**src/rtl/tdc_ehb_pkg.sv**
```systemverilog
package tdc_ehb_pkg;

	// Channel store geometry
	localparam int NUM_CHANNELS = 32;
	localparam int CH_W = $clog2(NUM_CHANNELS);

	// Field widths
	localparam int TIME_W = 24;
	localparam int TOT_W = 23;
	localparam int CHAN_W = 8;
	localparam int EVENT_W = 32;
	localparam int COUNT_W = 16;
	localparam int DIFF_W = TIME_W + 1;
	localparam int ALU_W = TIME_W + 2;
	localparam int CFG_ADDR_W = 3;
	localparam int IN_DATA_W = 40;
	localparam int OUT_DATA_W = 104;

	// Register indexes
	localparam logic [CFG_ADDR_W-1:0] REG_ACCEPT_LOW = 3'd0;
	localparam logic [CFG_ADDR_W-1:0] REG_ACCEPT_HIGH = 3'd1;
	localparam logic [CFG_ADDR_W-1:0] REG_SPIKE_MIN = 3'd2;
	localparam logic [CFG_ADDR_W-1:0] REG_CUT_LOW = 3'd3;
	localparam logic [CFG_ADDR_W-1:0] REG_CUT_HIGH = 3'd4;
	localparam logic [CFG_ADDR_W-1:0] REG_TOT_LIMIT = 3'd5;

	// Register reset values
	localparam logic [TIME_W-1:0] ACCEPT_LOW_RST = TIME_W'(-800000);
	localparam logic [TIME_W-1:0] ACCEPT_HIGH_RST = TIME_W'(800000);
	localparam logic [TOT_W-1:0] SPIKE_MIN_RST = TOT_W'(80000);
	localparam logic [TIME_W-1:0] CUT_LOW_RST = TIME_W'(-4000000);
	localparam logic [TIME_W-1:0] CUT_HIGH_RST = TIME_W'(4000000);
	localparam logic [TOT_W-1:0] TOT_LIMIT_RST = TOT_W'(8388607);

	localparam logic [TOT_W-1:0] TOT_MAX = {TOT_W{1'b1}};
	localparam logic [COUNT_W-1:0] COUNT_MAX = {COUNT_W{1'b1}};

	// Input kinds
	localparam logic OP_EDGE = 1'b0;
	localparam logic OP_END = 1'b1;

	// Requests from the sequencer to the channel store
	typedef struct packed {
		logic [CH_W-1:0] addr;
		logic open;
		logic close;
		logic keep;
		logic clear;
		logic [TIME_W-1:0] lead;
		logic [TOT_W-1:0] tot;
	} st_ctl_t;

	// Per-channel flags at the store address
	typedef struct packed {
		logic rise;
		logic fall;
		logic kept;
	} st_flags_t;

endpackage

```
**src/rtl/tdc_edge_pair_hit_builder_top.sv**
```systemverilog
// TDC edge pairing and hit builder.
// Input stream s_*: an edge message (channel, rising flag, time in ps) or an
// end-of-event request, selected by s_tuser. Edges on channel 0 or beyond the
// channel count are dropped. A rising edge inside the acceptance window opens
// a pulse on its channel, the next falling edge closes it, and the pulse is
// kept when its time over threshold exceeds spike_min.
// Output stream m_*: on end of event, one request per kept hit that passes the
// lead and ToT cuts, in ascending channel order, with m_tlast on the last one,
// or a single empty marker (hit flag low) when no hit passes.
// One shared subtract unit does all time and ToT arithmetic. A rising edge
// tests the low, then the high window bound; a falling edge subtracts its lead,
// then tests spike_min. An end of event reads each channel, tests a kept hit
// against the lead and ToT cuts, and waits while the output is stalled.
// s_tready is high only while the sequencer is idle. One output register parts
// the two sides: a stalled receiver holds the current request and blocks the
// scan only when the next request is ready.
// Reset clears the channel flags, the event and edge counters and loads the
// default window, spike and cut registers. Config writes are taken at any cycle.
module tdc_edge_pair_hit_builder_top import tdc_ehb_pkg::*; (
	input  logic clk,
	input  logic arst_n,
	input  logic cfg_we,
	input  logic [CFG_ADDR_W-1:0] cfg_addr,
	input  logic [TIME_W-1:0] cfg_wdata,
	input  logic s_tvalid,
	output logic s_tready,
	// channel[7:0], rising[8], time_ps[32:9], zero fill above
	input  logic [IN_DATA_W-1:0] s_tdata,
	// op[0]
	input  logic [0:0] s_tuser,
	output logic m_tvalid,
	input  logic m_tready,
	// hit_channel[7:0], lead_time[31:8], tot_ps[54:32], event_number[86:55],
	// rising_count[102:87], zero fill above
	output logic [OUT_DATA_W-1:0] m_tdata,
	// hit_valid[0]
	output logic [0:0] m_tuser,
	output logic m_tlast
);

	typedef enum logic [3:0] {
		S_IDLE,
		S_RISE_LO,
		S_RISE_HI,
		S_FALL_SUB,
		S_FALL_CMP,
		S_SCAN_RD,
		S_SCAN_LO,
		S_SCAN_HI,
		S_SCAN_TOT,
		S_PUSH,
		S_FLUSH
	} state_t;

	localparam logic [CH_W-1:0] LAST_CH = CH_W'(NUM_CHANNELS - 1);
	localparam logic [CH_W-1:0] FIRST_CH = CH_W'(1);

	state_t state_q;

	logic [TIME_W-1:0] accept_low_q;
	logic [TIME_W-1:0] accept_high_q;
	logic [TOT_W-1:0] spike_min_q;
	logic [TIME_W-1:0] cut_low_q;
	logic [TIME_W-1:0] cut_high_q;
	logic [TOT_W-1:0] tot_limit_q;

	logic [CH_W-1:0] ch_q;
	logic [TIME_W-1:0] time_q;
	logic [DIFF_W-1:0] tot_q;
	logic [CH_W-1:0] scan_q;
	logic [EVENT_W-1:0] event_cnt_q;
	logic [COUNT_W-1:0] edge_cnt_q;

	logic pend_vld_q;
	logic [CH_W-1:0] pend_ch_q;
	logic [TIME_W-1:0] pend_lead_q;
	logic [TOT_W-1:0] pend_tot_q;

	logic out_vld_q;
	logic out_hit_q;
	logic out_last_q;
	logic [CHAN_W-1:0] out_ch_q;
	logic [TIME_W-1:0] out_lead_q;
	logic [TOT_W-1:0] out_tot_q;
	logic [EVENT_W-1:0] out_event_q;
	logic [COUNT_W-1:0] out_count_q;

	logic in_op;
	logic [CHAN_W-1:0] in_ch;
	logic in_rise;
	logic [TIME_W-1:0] in_time;
	logic in_ok;
	logic accept;

	logic signed [ALU_W-1:0] alu_a;
	logic signed [ALU_W-1:0] alu_b;
	logic signed [ALU_W-1:0] alu_y;
	logic alu_neg;

	st_ctl_t st_ctl;
	st_flags_t st_flags;
	logic [TIME_W-1:0] st_cand;
	logic [TIME_W-1:0] st_lead;
	logic [TOT_W-1:0] st_tot;

	logic out_free;
	logic out_load;
	logic scan_end;
	state_t scan_next;
	logic [TOT_W-1:0] tot_sat;

	// Unpack the input request
	assign in_op = s_tuser[0];
	assign in_ch = s_tdata[CHAN_W-1:0];
	assign in_rise = s_tdata[CHAN_W];
	assign in_time = s_tdata[CHAN_W+TIME_W:CHAN_W+1];
	assign in_ok = (in_ch != '0) && (in_ch < CHAN_W'(NUM_CHANNELS));
	assign s_tready = (state_q == S_IDLE);
	assign accept = s_tvalid && s_tready;

	assign out_free = !out_vld_q || m_tready;
	assign out_load = out_free && ((state_q == S_PUSH) || (state_q == S_FLUSH));
	assign scan_end = (scan_q == LAST_CH);
	assign scan_next = scan_end ? S_FLUSH : S_SCAN_RD;
	assign tot_sat = tot_q[TOT_W] ? TOT_MAX : tot_q[TOT_W-1:0];

	// Select operands of the shared subtract unit; every compare is a - b < 0
	always_comb begin
		alu_a = '0;
		alu_b = '0;
		unique case (state_q)
			S_RISE_LO: begin
				alu_a = ALU_W'($signed(accept_low_q));
				alu_b = ALU_W'($signed(time_q));
			end
			S_RISE_HI: begin
				alu_a = ALU_W'($signed(time_q));
				alu_b = ALU_W'($signed(accept_high_q));
			end
			S_FALL_SUB: begin
				alu_a = ALU_W'($signed(time_q));
				alu_b = ALU_W'($signed(st_cand));
			end
			S_FALL_CMP: begin
				alu_a = ALU_W'(spike_min_q);
				alu_b = ALU_W'($signed(tot_q));
			end
			S_SCAN_LO: begin
				alu_a = ALU_W'($signed(cut_low_q));
				alu_b = ALU_W'($signed(st_lead));
			end
			S_SCAN_HI: begin
				alu_a = ALU_W'($signed(st_lead));
				alu_b = ALU_W'($signed(cut_high_q));
			end
			S_SCAN_TOT: begin
				alu_a = ALU_W'(st_tot);
				alu_b = ALU_W'(tot_limit_q);
			end
			default: begin
				alu_a = '0;
				alu_b = '0;
			end
		endcase
	end

	assign alu_y = alu_a - alu_b;
	assign alu_neg = alu_y[ALU_W-1];

	// Build store requests
	always_comb begin
		st_ctl = '0;
		st_ctl.lead = st_cand;
		st_ctl.tot = tot_sat;
		unique case (state_q)
			S_IDLE: st_ctl.addr = in_ch[CH_W-1:0];
			S_RISE_LO, S_RISE_HI, S_FALL_SUB, S_FALL_CMP: st_ctl.addr = ch_q;
			default: st_ctl.addr = scan_q;
		endcase
		if (state_q == S_RISE_HI) begin
			st_ctl.open = alu_neg;
			st_ctl.lead = time_q;
		end
		st_ctl.close = (state_q == S_FALL_SUB);
		st_ctl.keep = (state_q == S_FALL_CMP) && alu_neg;
		st_ctl.clear = (state_q == S_FLUSH) && out_free;
	end

	tdc_ehb_store u_store (
		.clk    (clk),
		.arst_n (arst_n),
		.ctl    (st_ctl),
		.flags  (st_flags),
		.cand   (st_cand),
		.lead   (st_lead),
		.tot    (st_tot)
	);

	// Configuration registers
	always_ff @(posedge clk or negedge arst_n) begin
		if (!arst_n) begin
			accept_low_q <= ACCEPT_LOW_RST;
			accept_high_q <= ACCEPT_HIGH_RST;
			spike_min_q <= SPIKE_MIN_RST;
			cut_low_q <= CUT_LOW_RST;
			cut_high_q <= CUT_HIGH_RST;
			tot_limit_q <= TOT_LIMIT_RST;
		end else if (cfg_we) begin
			unique case (cfg_addr)
				REG_ACCEPT_LOW: accept_low_q <= cfg_wdata;
				REG_ACCEPT_HIGH: accept_high_q <= cfg_wdata;
				REG_SPIKE_MIN: spike_min_q <= cfg_wdata[TOT_W-1:0];
				REG_CUT_LOW: cut_low_q <= cfg_wdata;
				REG_CUT_HIGH: cut_high_q <= cfg_wdata;
				REG_TOT_LIMIT: tot_limit_q <= cfg_wdata[TOT_W-1:0];
				default: ;
			endcase
		end
	end

	// Sequencer, counters, pending hit and output register
	always_ff @(posedge clk or negedge arst_n) begin
		if (!arst_n) begin
			state_q <= S_IDLE;
			ch_q <= '0;
			time_q <= '0;
			tot_q <= '0;
			scan_q <= '0;
			event_cnt_q <= '0;
			edge_cnt_q <= '0;
			pend_vld_q <= 1'b0;
			out_vld_q <= 1'b0;
			out_hit_q <= 1'b0;
			out_last_q <= 1'b0;
		end else begin
			// drop the shown request once taken, unless a new one replaces it
			if (out_vld_q && m_tready && !out_load) begin
				out_vld_q <= 1'b0;
			end
			unique case (state_q)
				S_IDLE: begin
					if (accept) begin
						ch_q <= in_ch[CH_W-1:0];
						time_q <= in_time;
						if (in_op == OP_END) begin
							scan_q <= FIRST_CH;
							pend_vld_q <= 1'b0;
							state_q <= S_SCAN_RD;
						end else if (in_ok && in_rise) begin
							if (edge_cnt_q != COUNT_MAX) begin
								edge_cnt_q <= edge_cnt_q + 1'b1;
							end
							if (!st_flags.kept) begin
								state_q <= S_RISE_LO;
							end
						end else if (in_ok && st_flags.rise && !st_flags.fall) begin
							state_q <= S_FALL_SUB;
						end
					end
				end
				S_RISE_LO: state_q <= alu_neg ? S_RISE_HI : S_IDLE;
				S_RISE_HI: state_q <= S_IDLE;
				S_FALL_SUB: begin
					tot_q <= alu_y[DIFF_W-1:0];
					state_q <= S_FALL_CMP;
				end
				S_FALL_CMP: state_q <= S_IDLE;
				S_SCAN_RD: begin
					if (st_flags.kept) begin
						state_q <= S_SCAN_LO;
					end else begin
						scan_q <= scan_q + 1'b1;
						state_q <= scan_next;
					end
				end
				S_SCAN_LO, S_SCAN_HI: begin
					if (alu_neg) begin
						state_q <= (state_q == S_SCAN_LO) ? S_SCAN_HI : S_SCAN_TOT;
					end else begin
						scan_q <= scan_q + 1'b1;
						state_q <= scan_next;
					end
				end
				S_SCAN_TOT: begin
					if (alu_neg && pend_vld_q) begin
						state_q <= S_PUSH;
					end else begin
						if (alu_neg) begin
							pend_vld_q <= 1'b1;
							pend_ch_q <= scan_q;
							pend_lead_q <= st_lead;
							pend_tot_q <= st_tot;
						end
						scan_q <= scan_q + 1'b1;
						state_q <= scan_next;
					end
				end
				S_PUSH: begin
					// hand the older hit out, hold the new one as pending
					if (out_free) begin
						out_vld_q <= 1'b1;
						out_hit_q <= 1'b1;
						out_last_q <= 1'b0;
						out_ch_q <= CHAN_W'(pend_ch_q);
						out_lead_q <= pend_lead_q;
						out_tot_q <= pend_tot_q;
						out_event_q <= event_cnt_q;
						out_count_q <= edge_cnt_q;
						pend_ch_q <= scan_q;
						pend_lead_q <= st_lead;
						pend_tot_q <= st_tot;
						scan_q <= scan_q + 1'b1;
						state_q <= scan_next;
					end
				end
				S_FLUSH: begin
					// close the event with the pending hit or an empty marker
					if (out_free) begin
						out_vld_q <= 1'b1;
						out_hit_q <= pend_vld_q;
						out_last_q <= 1'b1;
						out_ch_q <= pend_vld_q ? CHAN_W'(pend_ch_q) : '0;
						out_lead_q <= pend_vld_q ? pend_lead_q : '0;
						out_tot_q <= pend_vld_q ? pend_tot_q : '0;
						out_event_q <= event_cnt_q;
						out_count_q <= edge_cnt_q;
						pend_vld_q <= 1'b0;
						event_cnt_q <= event_cnt_q + 1'b1;
						edge_cnt_q <= '0;
						state_q <= S_IDLE;
					end
				end
				default: state_q <= S_IDLE;
			endcase
		end
	end

	assign m_tvalid = out_vld_q;
	assign m_tuser[0] = out_hit_q;
	assign m_tlast = out_last_q;
	assign m_tdata = {1'b0, out_count_q, out_event_q, out_tot_q, out_lead_q, out_ch_q};

`ifndef SYNTH
	// a pulse is kept only right after its falling edge closed it
	a_keep_after_close: assert property (@(posedge clk) disable iff (!arst_n)
		st_ctl.keep |-> $past(st_ctl.close))
		else $error("hit kept without a closing edge");

	// the store clear ends the event and resets the edge count
	a_clear_resets_count: assert property (@(posedge clk) disable iff (!arst_n)
		st_ctl.clear |=> (edge_cnt_q == '0) && (state_q == S_IDLE))
		else $error("edge count not cleared at end of event");

	// an empty marker is always the last request of its event
	a_empty_is_last: assert property (@(posedge clk) disable iff (!arst_n)
		(m_tvalid && !m_tuser[0]) |-> (m_tlast && (m_tdata[CHAN_W-1:0] == '0)))
		else $error("empty marker not last or carries a channel");

	// channel 0 is never scanned or written
	a_no_chan_zero: assert property (@(posedge clk) disable iff (!arst_n)
		(st_ctl.open || st_ctl.keep || state_q == S_SCAN_LO) |-> (st_ctl.addr != '0))
		else $error("channel 0 touched");
`endif

endmodule

```
**src/rtl/tdc_ehb_store.sv**
```systemverilog
module tdc_ehb_store import tdc_ehb_pkg::*; (
	input  logic clk,
	input  logic arst_n,
	input  st_ctl_t ctl,
	output st_flags_t flags,
	output logic [TIME_W-1:0] cand,
	output logic [TIME_W-1:0] lead,
	output logic [TOT_W-1:0] tot
);

	logic [NUM_CHANNELS-1:0] rise_q;
	logic [NUM_CHANNELS-1:0] fall_q;
	logic [NUM_CHANNELS-1:0] kept_q;

	logic [TIME_W-1:0] cand_mem [NUM_CHANNELS];
	logic [TIME_W-1:0] lead_mem [NUM_CHANNELS];
	logic [TOT_W-1:0] tot_mem [NUM_CHANNELS];

	// Update the per-channel pairing flags
	always_ff @(posedge clk or negedge arst_n) begin
		if (!arst_n) begin
			rise_q <= '0;
			fall_q <= '0;
			kept_q <= '0;
		end else if (ctl.clear) begin
			rise_q <= '0;
			fall_q <= '0;
			kept_q <= '0;
		end else begin
			if (ctl.open) begin
				rise_q[ctl.addr] <= 1'b1;
				fall_q[ctl.addr] <= 1'b0;
			end
			if (ctl.close) begin
				fall_q[ctl.addr] <= 1'b1;
			end
			if (ctl.keep) begin
				kept_q[ctl.addr] <= 1'b1;
			end
		end
	end

	// Write the time memories and register their read data
	always_ff @(posedge clk) begin
		if (ctl.open) begin
			cand_mem[ctl.addr] <= ctl.lead;
		end
		if (ctl.keep) begin
			lead_mem[ctl.addr] <= ctl.lead;
			tot_mem[ctl.addr] <= ctl.tot;
		end
		cand <= cand_mem[ctl.addr];
		lead <= lead_mem[ctl.addr];
		tot <= tot_mem[ctl.addr];
	end

	assign flags.rise = rise_q[ctl.addr];
	assign flags.fall = fall_q[ctl.addr];
	assign flags.kept = kept_q[ctl.addr];

endmodule

```
**config.mk**
```make
export PLATFORM = sky130hd
export DESIGN_NAME = tdc_edge_pair_hit_builder_top
export DESIGN_NICKNAME = d
export VERILOG_FILES = /design/src/rtl/tdc_ehb_pkg.sv /design/src/rtl/tdc_edge_pair_hit_builder_top.sv /design/src/rtl/tdc_ehb_store.sv
export SDC_FILE = /design/constraint.sdc
export NUM_CORES = 2
export LEC_CHECK = 0
export ABC_AREA = 1
export BUFFER_PORTS_ARGS = -buffer_cell sky130_fd_sc_hd__buf_2
export CELL_PAD_IN_SITES_DETAIL_PLACEMENT = 0
export CELL_PAD_IN_SITES_GLOBAL_PLACEMENT = 1
export CORE_ASPECT_RATIO = 0.9
export CORE_MARGIN = 1
export CORE_UTILIZATION = 30
export DETAILED_ROUTE_END_ITERATION = 8
export PLACE_DENSITY_LB_ADDON = 0.1
export SYNTH_ARGS = -nofsm -noshare
export SYNTH_HDL_FRONTEND = slang
export SYNTH_SLANG_ARGS = --single-unit
```
**constraint.sdc**
```tcl
create_clock -name clk -period 7.8 [get_ports clk]
set_input_delay 1.56 -clock clk [delete_from_list [all_inputs] [get_ports clk]]
set_output_delay 1.56 -clock clk [all_outputs]
set_load 0.005 [all_outputs]
```
# Yosys cells after proc, flatten, opt, wreduce, memory -nomap -nowiden
# Memories as Yosys holds them, arrays and structs flattened. A register that Yosys moved wholly into a read port is not among the register bits.
# Cells that the tools add are included.
totals:
  register_bits: 508
  latch_bits: 0
  ram_bits: 2272
  rom_bits: 0
  input_bits: 73
  out_inout_bits: 108
  elab_cells: 210
  mem_count: 3
classes:
  add_sub_neg: 4
  mul: 0
  div_mod_pow: 0
  n_lt_le_gt_ge: 3
  n_eq_ne: 30
  shift: 0
  n_mux: 90
  bitwise_logic: 5
  n_reduce_logical: 47
memory_table:
  columns: ["name", "depth", "word_bits", "rd", "rd_clocked_by_memory_dff", "wr", "line_no", "source"]
  rows:
  - ["u_store.cand_mem", 32, 24, 1, 1, 1, "tdc_ehb_store.sv:15", "logic [TIME_W-1:0] cand_mem [NUM_CHANNELS];"]
  - ["u_store.lead_mem", 32, 24, 1, 1, 1, "tdc_ehb_store.sv:16", "logic [TIME_W-1:0] lead_mem [NUM_CHANNELS];"]
  - ["u_store.tot_mem", 32, 23, 1, 1, 1, "tdc_ehb_store.sv:17", "logic [TOT_W-1:0] tot_mem [NUM_CHANNELS];"]
ops:
  columns: ["operator", "count"]
  rows:
  - ["two-way mux 32 bit", 8]
  - ["one-hot mux 26 bit (7 select lines)", 1]
  - ["two-way mux 24 bit", 7]
  - ["two-way mux 23 bit", 7]
  - ["one-hot mux 26 bit (6 select lines)", 1]
  - ["bitwise OR 32 bit", 3]
  - ["one-hot mux 24 bit (2 select lines)", 2]
  - ["one-hot mux 23 bit (2 select lines)", 2]
  - ["two-way mux 16 bit", 5]
  - ["two-way mux 5 bit", 10]
  - ["two-way mux 4 bit", 12]
  - ["adder 32 x 1 -> 32 bit (second input constant)", 1]
  - ["bitwise AND 32 bit", 1]
  - ["NOT 32 bit", 1]
  - ["one-hot mux 16 bit (2 select lines)", 1]
  - ["one-hot mux 4 bit (8 select lines)", 1]
  - ["subtractor 26 bit", 1]
  - ["one-hot mux 5 bit (5 select lines)", 1]
  - ["one-hot mux 5 bit (2 select lines)", 2]
  - ["two-way mux 1 bit", 19]
  - ["adder 16 x 1 -> 16 bit (second input constant)", 1]
  - ["== test 4 x 3 -> 1 bit (second input constant)", 4]
  - ["two-way mux 8 bit", 2]
  - ["!= test 16 bit (second input constant)", 1]
  - ["other kinds (38)", 85]

# Longest topological paths before layout
logic_depth:
  word_depth: 14
  depth_mapped: 26
  ltp_nobuf: 23

# Cells and area by module
# Synthesis repeated with hierarchy kept, for this count alone.
unflattened:
  hier_cells: 11836
  area_unflattened_um2: 119311.9
by_module_without_submodules:
  columns: ["module", "n_inst", "cells_per_inst", "area_per_inst_um2", "seq_area_each_um2"]
  rows:
  - ["tdc_ehb_store", 1, 9759, 100056.0, 72049.1]
  - ["tdc_edge_pair_hit_builder_top", 1, 2077, 19256.0, 11073.1]

# Worst setup path after synthesis
# Ideal clock, no wire load.
synth_timing:
  path_kind: "register -> register"
  startpoint: "register state_q[3]"
  endpoint: "register pend_ch_q[0] (enable)"
  setup_ns: 0.526
  arrival_ns: 6.624
  required_time_ns: 7.274
  slack_ns: 0.650
  stages_incl_launch_ff: 19
  n_path_buf: 1
  period_less_slack_ns: 7.150
  path_cell_list: "dfrtp_1 nor2_4 inv_2 nor2_1 clkinv_1 clkbuf_1 o221ai_1 a2111oi_0 ha_1 nand4_1 nand3b_1 nand3_1 nand2_1 nand2_1 nand2_1 nand2_1 nand2_1 nand3_1 nor3_1"
synth_between:
  elab_chain_len: 7
  word_cells_on_any_way: 18
  cone_classes: "1 x add/sub; 11 x eq/ne; 2 x mux; 4 x reduce/logical"
synth_rtl:
  columns: ["item", "line_no", "source"]
  rows:
  - ["from (decl)", "tdc_edge_pair_hit_builder_top.sv:58", "state_t state_q;"]
  - ["from (signal assigned)", "tdc_edge_pair_hit_builder_top.sv:261", "S_RISE_LO: state_q <= alu_neg ? S_RISE_HI : S_IDLE;"]
  - ["from (signal assigned)", "tdc_edge_pair_hit_builder_top.sv:273", "state_q <= scan_next;"]
  - ["from (signal assigned)", "tdc_edge_pair_hit_builder_top.sv:278", "state_q <= (state_q == S_SCAN_LO) ? S_SCAN_HI : S_SCAN_TOT;"]
  - ["== test 4 x 2 -> 1 bit", "tdc_edge_pair_hit_builder_top.sv:131", "unique case (state_q)"]
  - ["OR reduction 2 bit (no source line)", null, null]
  - ["one-hot mux 26 bit (6 select lines)", "tdc_edge_pair_hit_builder_top.sv:131", null]
  - ["subtractor 26 bit", "tdc_edge_pair_hit_builder_top.sv:167", "assign alu_y = alu_a - alu_b;"]
  - ["logical AND 1 bit", "tdc_edge_pair_hit_builder_top.sv:285", "if (alu_neg && pend_vld_q) begin"]
  - ["!= test 2 bit (no source line)", null, null]
  - ["AND reduction 5 bit (no source line) *", null, null]
  - ["to (signal assigned)", "tdc_edge_pair_hit_builder_top.sv:290", "pend_ch_q <= scan_q;"]
  - ["to (signal assigned)", "tdc_edge_pair_hit_builder_top.sv:309", "pend_ch_q <= scan_q;"]
  - ["to (decl)", "tdc_edge_pair_hit_builder_top.sv:75", "logic [CH_W-1:0] pend_ch_q;"]
# Mark *: on every way between the ends. The rest lies on a longest branch, timed or not.
# A chain may end at the register's enable or synchronous reset.

# Final worst setup path
layout_timing:
  startpoint: "register state_q[0]"
  endpoint: "memory u_store.cand_mem[23][16] (enable)"
layout_between:
  elab_chain_len: 7
  word_cells_on_any_way: 17
  cone_classes: "1 x add/sub; 7 x eq/ne; 6 x mux; 3 x reduce/logical"
layout_rtl:
  columns: ["item", "line_no", "source"]
  rows:
  - ["== test 4 x 2 -> 1 bit (on tied branches)", "tdc_edge_pair_hit_builder_top.sv:131, tdc_edge_pair_hit_builder_top.sv:175, tdc_edge_pair_hit_builder_top.sv:180", null]
  - ["OR reduction 2 bit (no source line)", null, null]
  - ["one-hot mux 26 bit (6 select lines)", "tdc_edge_pair_hit_builder_top.sv:131", null]
  - ["subtractor 26 bit", "tdc_edge_pair_hit_builder_top.sv:167", null]
  - ["two-way mux 1 bit", "tdc_edge_pair_hit_builder_top.sv:180", "if (state_q == S_RISE_HI) begin"]
  - ["two-way mux 1 bit", "tdc_ehb_store.sv:45", "if (ctl.open) begin"]
  - ["two-way mux 1 bit (implied by the code)", "tdc_ehb_store.sv:46", "cand_mem[ctl.addr] <= ctl.lead;"]
  - ["to (decl)", "tdc_ehb_store.sv:15", null]
# Several ways; a longest one is shown, not always the timed one.

==> flow_metrics.py <==
metrics = {
    "outcome": {
        "outcome": "completed",
    },
    "global_routing": {
        "grt_max_degree": 151,
        "grt_first_pass_wirelength_um": 530000,
        "initial_antenna_violation_count": 34,
        "globalRouteOverflowTotal": 0,
        "grt_util_all_layers_pct": 20.8,
        "number_of_global_route_vias_before_repair": 65200,
    },
    "power_and_ir_drop": {
        "power.share.combinational_pct": 38.7,
        "ir_drop_uv": 370,
        "p_int_w": 0.0341,
        "seq_power_share_pct": 35.9,
        "pwr_density_cell_nw_per_um2": 461,
        "p_switching_w": 0.0243,
        "clkPwrFrac_pct": 25.5,
        "power_leakage_nw": 42.4,
        "p_sw_share_pct": 41.6,
    },
    "setup_path": {
        "crit_path_frequent_cell": "nand2_1",
        "timing.critical_path.max_delay_family": "simple AND/OR/NAND/NOR gates",
        "critPathCaptureType": "flip-flop",
        "path_max_fanout": 19,
        "path_cells": "inv_2 > nand2_1 > nor2_4 > inv_1 > o21ai_0 > a2111oi_0 > ha_1 > a21oi_1 > o21ai_0 > nand2_1 > nand3_1 > nand2_1 > nand2_1 > nand2_1 > nand2_1 > nor2_1 > clkinv_2 > buf_4 > nor2_4 > buf_12",
        "worst_r2r_path_depth": 20,
        "timing.critical_path.required_ns": 8.41,
        "cpPeakStageDelay_ns": 0.99,
        "timing.critical_path.depth": 20,
        "worst_setup_path_start_kind": "flip-flop",
        "r2r_slack_ns": 1.15,
        "cp_slowest_cell": "dfrtp_2",
        "cp.buffers_inverters": 5,
        "timing.critical_path.arrival_ns": 7.25,
        "path_class": "flip-flop to flip-flop",
    },
    "clock_tree": {
        "worstSkewPairLatency_ns": 0.94,
        "cts.clk_slew.worst_paths_ns": 0.06,
        "clock_tree.htree_level_count": 5,
        "holdBufCountCts": 0,
        "clock_sink_count": 2848,
        "post-cts-setup-buffers": 0,
        "clockBufferDepth": 4,
        "ctsRootBufferMaster": "clkbuf_16",
        "cts_resized": 0,
        "cts-buffers-inserted": 325,
        "cts_tree": "yes",
    },
    "logic_synthesis": {
        "cell_area_after_synthesis_sq_um": 108000,
        "synth_edf_count": 2424,
        "ys_seq_elements": 2848,
        "synthCells": 7329,
        "synth-main-ff-cell": "edfxtp_1",
        "yosys.cell_types.count": 57,
        "post_synth.cell_area_avg_sq_um": 14.7,
        "synth-seq-area-share_pct": 77.2,
        "synth_warnings": 0,
        "ys_async_sr_fraction_pct": 12.4,
    },
    "place": {
        "placer_congestion": 0.802,
        "pre_cts_ws_ns": 1.19,
        "post_dp_cell_area_sq_um": 116000,
        "place.detailed.hpwl_um": 220000,
        "port-buffer-count": 169,
    },
    "detailed_routing": {
        "firstDrtPassIters": 5,
        "ant_nets": 0,
        "vias": 65800,
        "avgViaCountPerCell": 5.19,
        "remaining_drc_errors": 0,
        "drt-total-wl_um": 385000,
        "detail_route.wl_per_cell_um": 30.4,
        "drt_first_iter_violations": 6695,
    },
    "sta": {
        "final.setup.tns_ns": 0,
        "final.setup_skew_ns": 0.0628,
        "worst_slack_on_hold_paths_ns": 0.447,
        "slew_headroom_pct": 9.33,
        "tightest_slew_ns": 1.36,
        "achievable_freq_mhz": 150,
        "report.final.hold_viol_count": 0,
        "share_of_the_clock_period_used_by_the_worst_path_after_layout_pct": 85.2,
        "final.setup.worst_slack_ns": 1.15,
        "final_max_slew_viol_count": 0,
        "setup_violations": 0,
        "timing.final.crit_period_ns": 6.65,
        "rsz0062_at_grt": "false",
    },
    "worst_hold_path": {
        "hold_path_class": "flip-flop to flip-flop",
        "hold_depth": 0,
    },
    "floorplanning": {
        "placement_rows": 208,
        "io-pin-count": 181,
        "floorplan.core_area_sq_um": 357000,
        "start_util_pct": 30.2,
        "die_area_sq_um": 361000,
        "dieWidth_um": 633,
        "fp.dieH_um": 570,
    },
    "finish": {
        "fillerInstances": 34200,
        "post_route_cells_drive_above_1_share_pct": 14.1,
        "final_net_count": 7769,
        "layout_common_cells": "edfxtp_1 (2424), a22oi_1 (1136), nand2_1 (698)",
        "syn2layout_area_growth_pct": 17.7,
        "mostFrequentLayoutCell": "edfxtp_1",
        "finalCoreUtilization_pct": 35.5,
        "post-route-cell-area_sq_um": 127000,
    },
    "job": {
        "drv.max_cap_violation_count": 0,
    },
}
## final cells by class
| cell class | count | area (sq um) | share of cell area, % |
|---|---|---|---|
| Timing Repair Buffer | 430 | 3770 | 2.97 |
| Tap cell | 4725 | 5910 | 4.67 |
| Clock buffer | 437 | 8850 | 6.99 |
| Antenna cell | 15 | 37.5 | 0.0296 |
| Clock inverter | 154 | 1350 | 1.06 |
| Inverter | 335 | 1290 | 1.02 |
| Multi-Input combinational cell | 3726 | 22400 | 17.6 |
| Sequential cell | 2848 | 83100 | 65.6 |
## cells in the mapped netlist (30+ instances only)
library cell	number	area, sq um
nand3_1	83	415
nor4_1	123	769
edfxtp_1	2424	72800
clkbuf_1	204	766
nand2_1	702	2640
dfxtp_1	71	1420
dfstp_2	62	1630
nor3_1	35	175
dfrtp_1	291	7280
buf_2	158	791
a21oi_1	661	3310
a22oi_1	1136	8530
nor2_1	388	1460
a221oi_1	31	272
o22ai_1	30	188
o21ai_0	255	1280
buf_1	48	180
inv_1	309	1160
## through the flow
| step | std cells | power (W) |
|---|---|---|
| after CTS | 12700 | 0.0589 |
| after global routing | 12700 | 0.0611 |
| after detailed placement | 12100 | 0.0440 |
| after global placement | 12100 | 0.0439 |
| final | 12700 | 0.0584 |
| after floorplan | 7332 | 0.0327 |
## registers in the layout, indices dropped and copies added (netlist names), 24 cells and up
signal            flops
u_store.cand_mem    768
u_store.lead_mem    768
u_store.tot_mem     736
event_cnt_q          32
out_event_q          32
u_store.fall_q       32
u_store.kept_q       32
u_store.rise_q       32
tot_q                25
accept_high_q        24
accept_low_q         24
cut_high_q           24
cut_low_q            24
out_lead_q           24
pend_lead_q          24
time_q               24
u_store.cand         24
u_store.lead         24
## worst paths after layout
check / from / to
setup / recovery: state_q[0] / u_store.cand_mem[23][16]
hold reg to reg: u_store.tot[15] / pend_tot_q[15]
setup reg to reg: state_q[0] / u_store.cand_mem[23][16]
min in group asynchronous: arst_n / event_cnt_q[30]
hold / removal: u_store.tot[15] / pend_tot_q[15]
max in group asynchronous: arst_n / cut_high_q[13]
## cells by family after synthesis
kind of cell | count (synthesis) | synth area share [%]
DFF | 2848 | 77.2
and+or+nand+nor | 1435 | 5.78
buffers and inverters | 758 | 2.88
other | 1 | 0.00348
muxes | 15 | 0.157
xor gates and xnor gates | 47 | 0.382
AOI/OAI and AO/OA | 2195 | 13.2
adders and majority gates | 30 | 0.356
## worst register-to-register path, stage by stage (launching register included)
cell and delay [ns]:
dfrtp_2 0.99, inv_2 0.11, nand2_1 0.27, nor2_4 0.05, inv_1 0.50, o21ai_0 0.20, a2111oi_0 0.60, ha_1 0.41
a21oi_1 0.19, o21ai_0 0.17, nand2_1 0.10, nand3_1 0.10, nand2_1 0.13, nand2_1 0.08, nand2_1 0.16, nand2_1 0.19
nor2_1 0.18, clkinv_2 0.47, buf_4 0.48, nor2_4 0.67, buf_12 0.26
## power by group through the flow
stage          combinational, W  sequential [W]  clock, W
2_1_floorplan            0.0118          0.0209         0
3_3_place_gp             0.0226          0.0212         0
3_5_place_dp             0.0227          0.0212         0
4_1_cts                  0.0228          0.0209    0.0152
5_1_grt                  0.0243          0.0210    0.0158
6_report                 0.0226          0.0209    0.0149
## metal layers
metal	vias up	GRT usage, %	wire (um)
met5	-	0	84
met4	12	4.97	8840
met3	453	3.17	21900
met2	1939	32.2	173000
met1	34500	30.6	182000
li1	28900	-	-
Note: power is estimated with default switching activity, not from simulation.
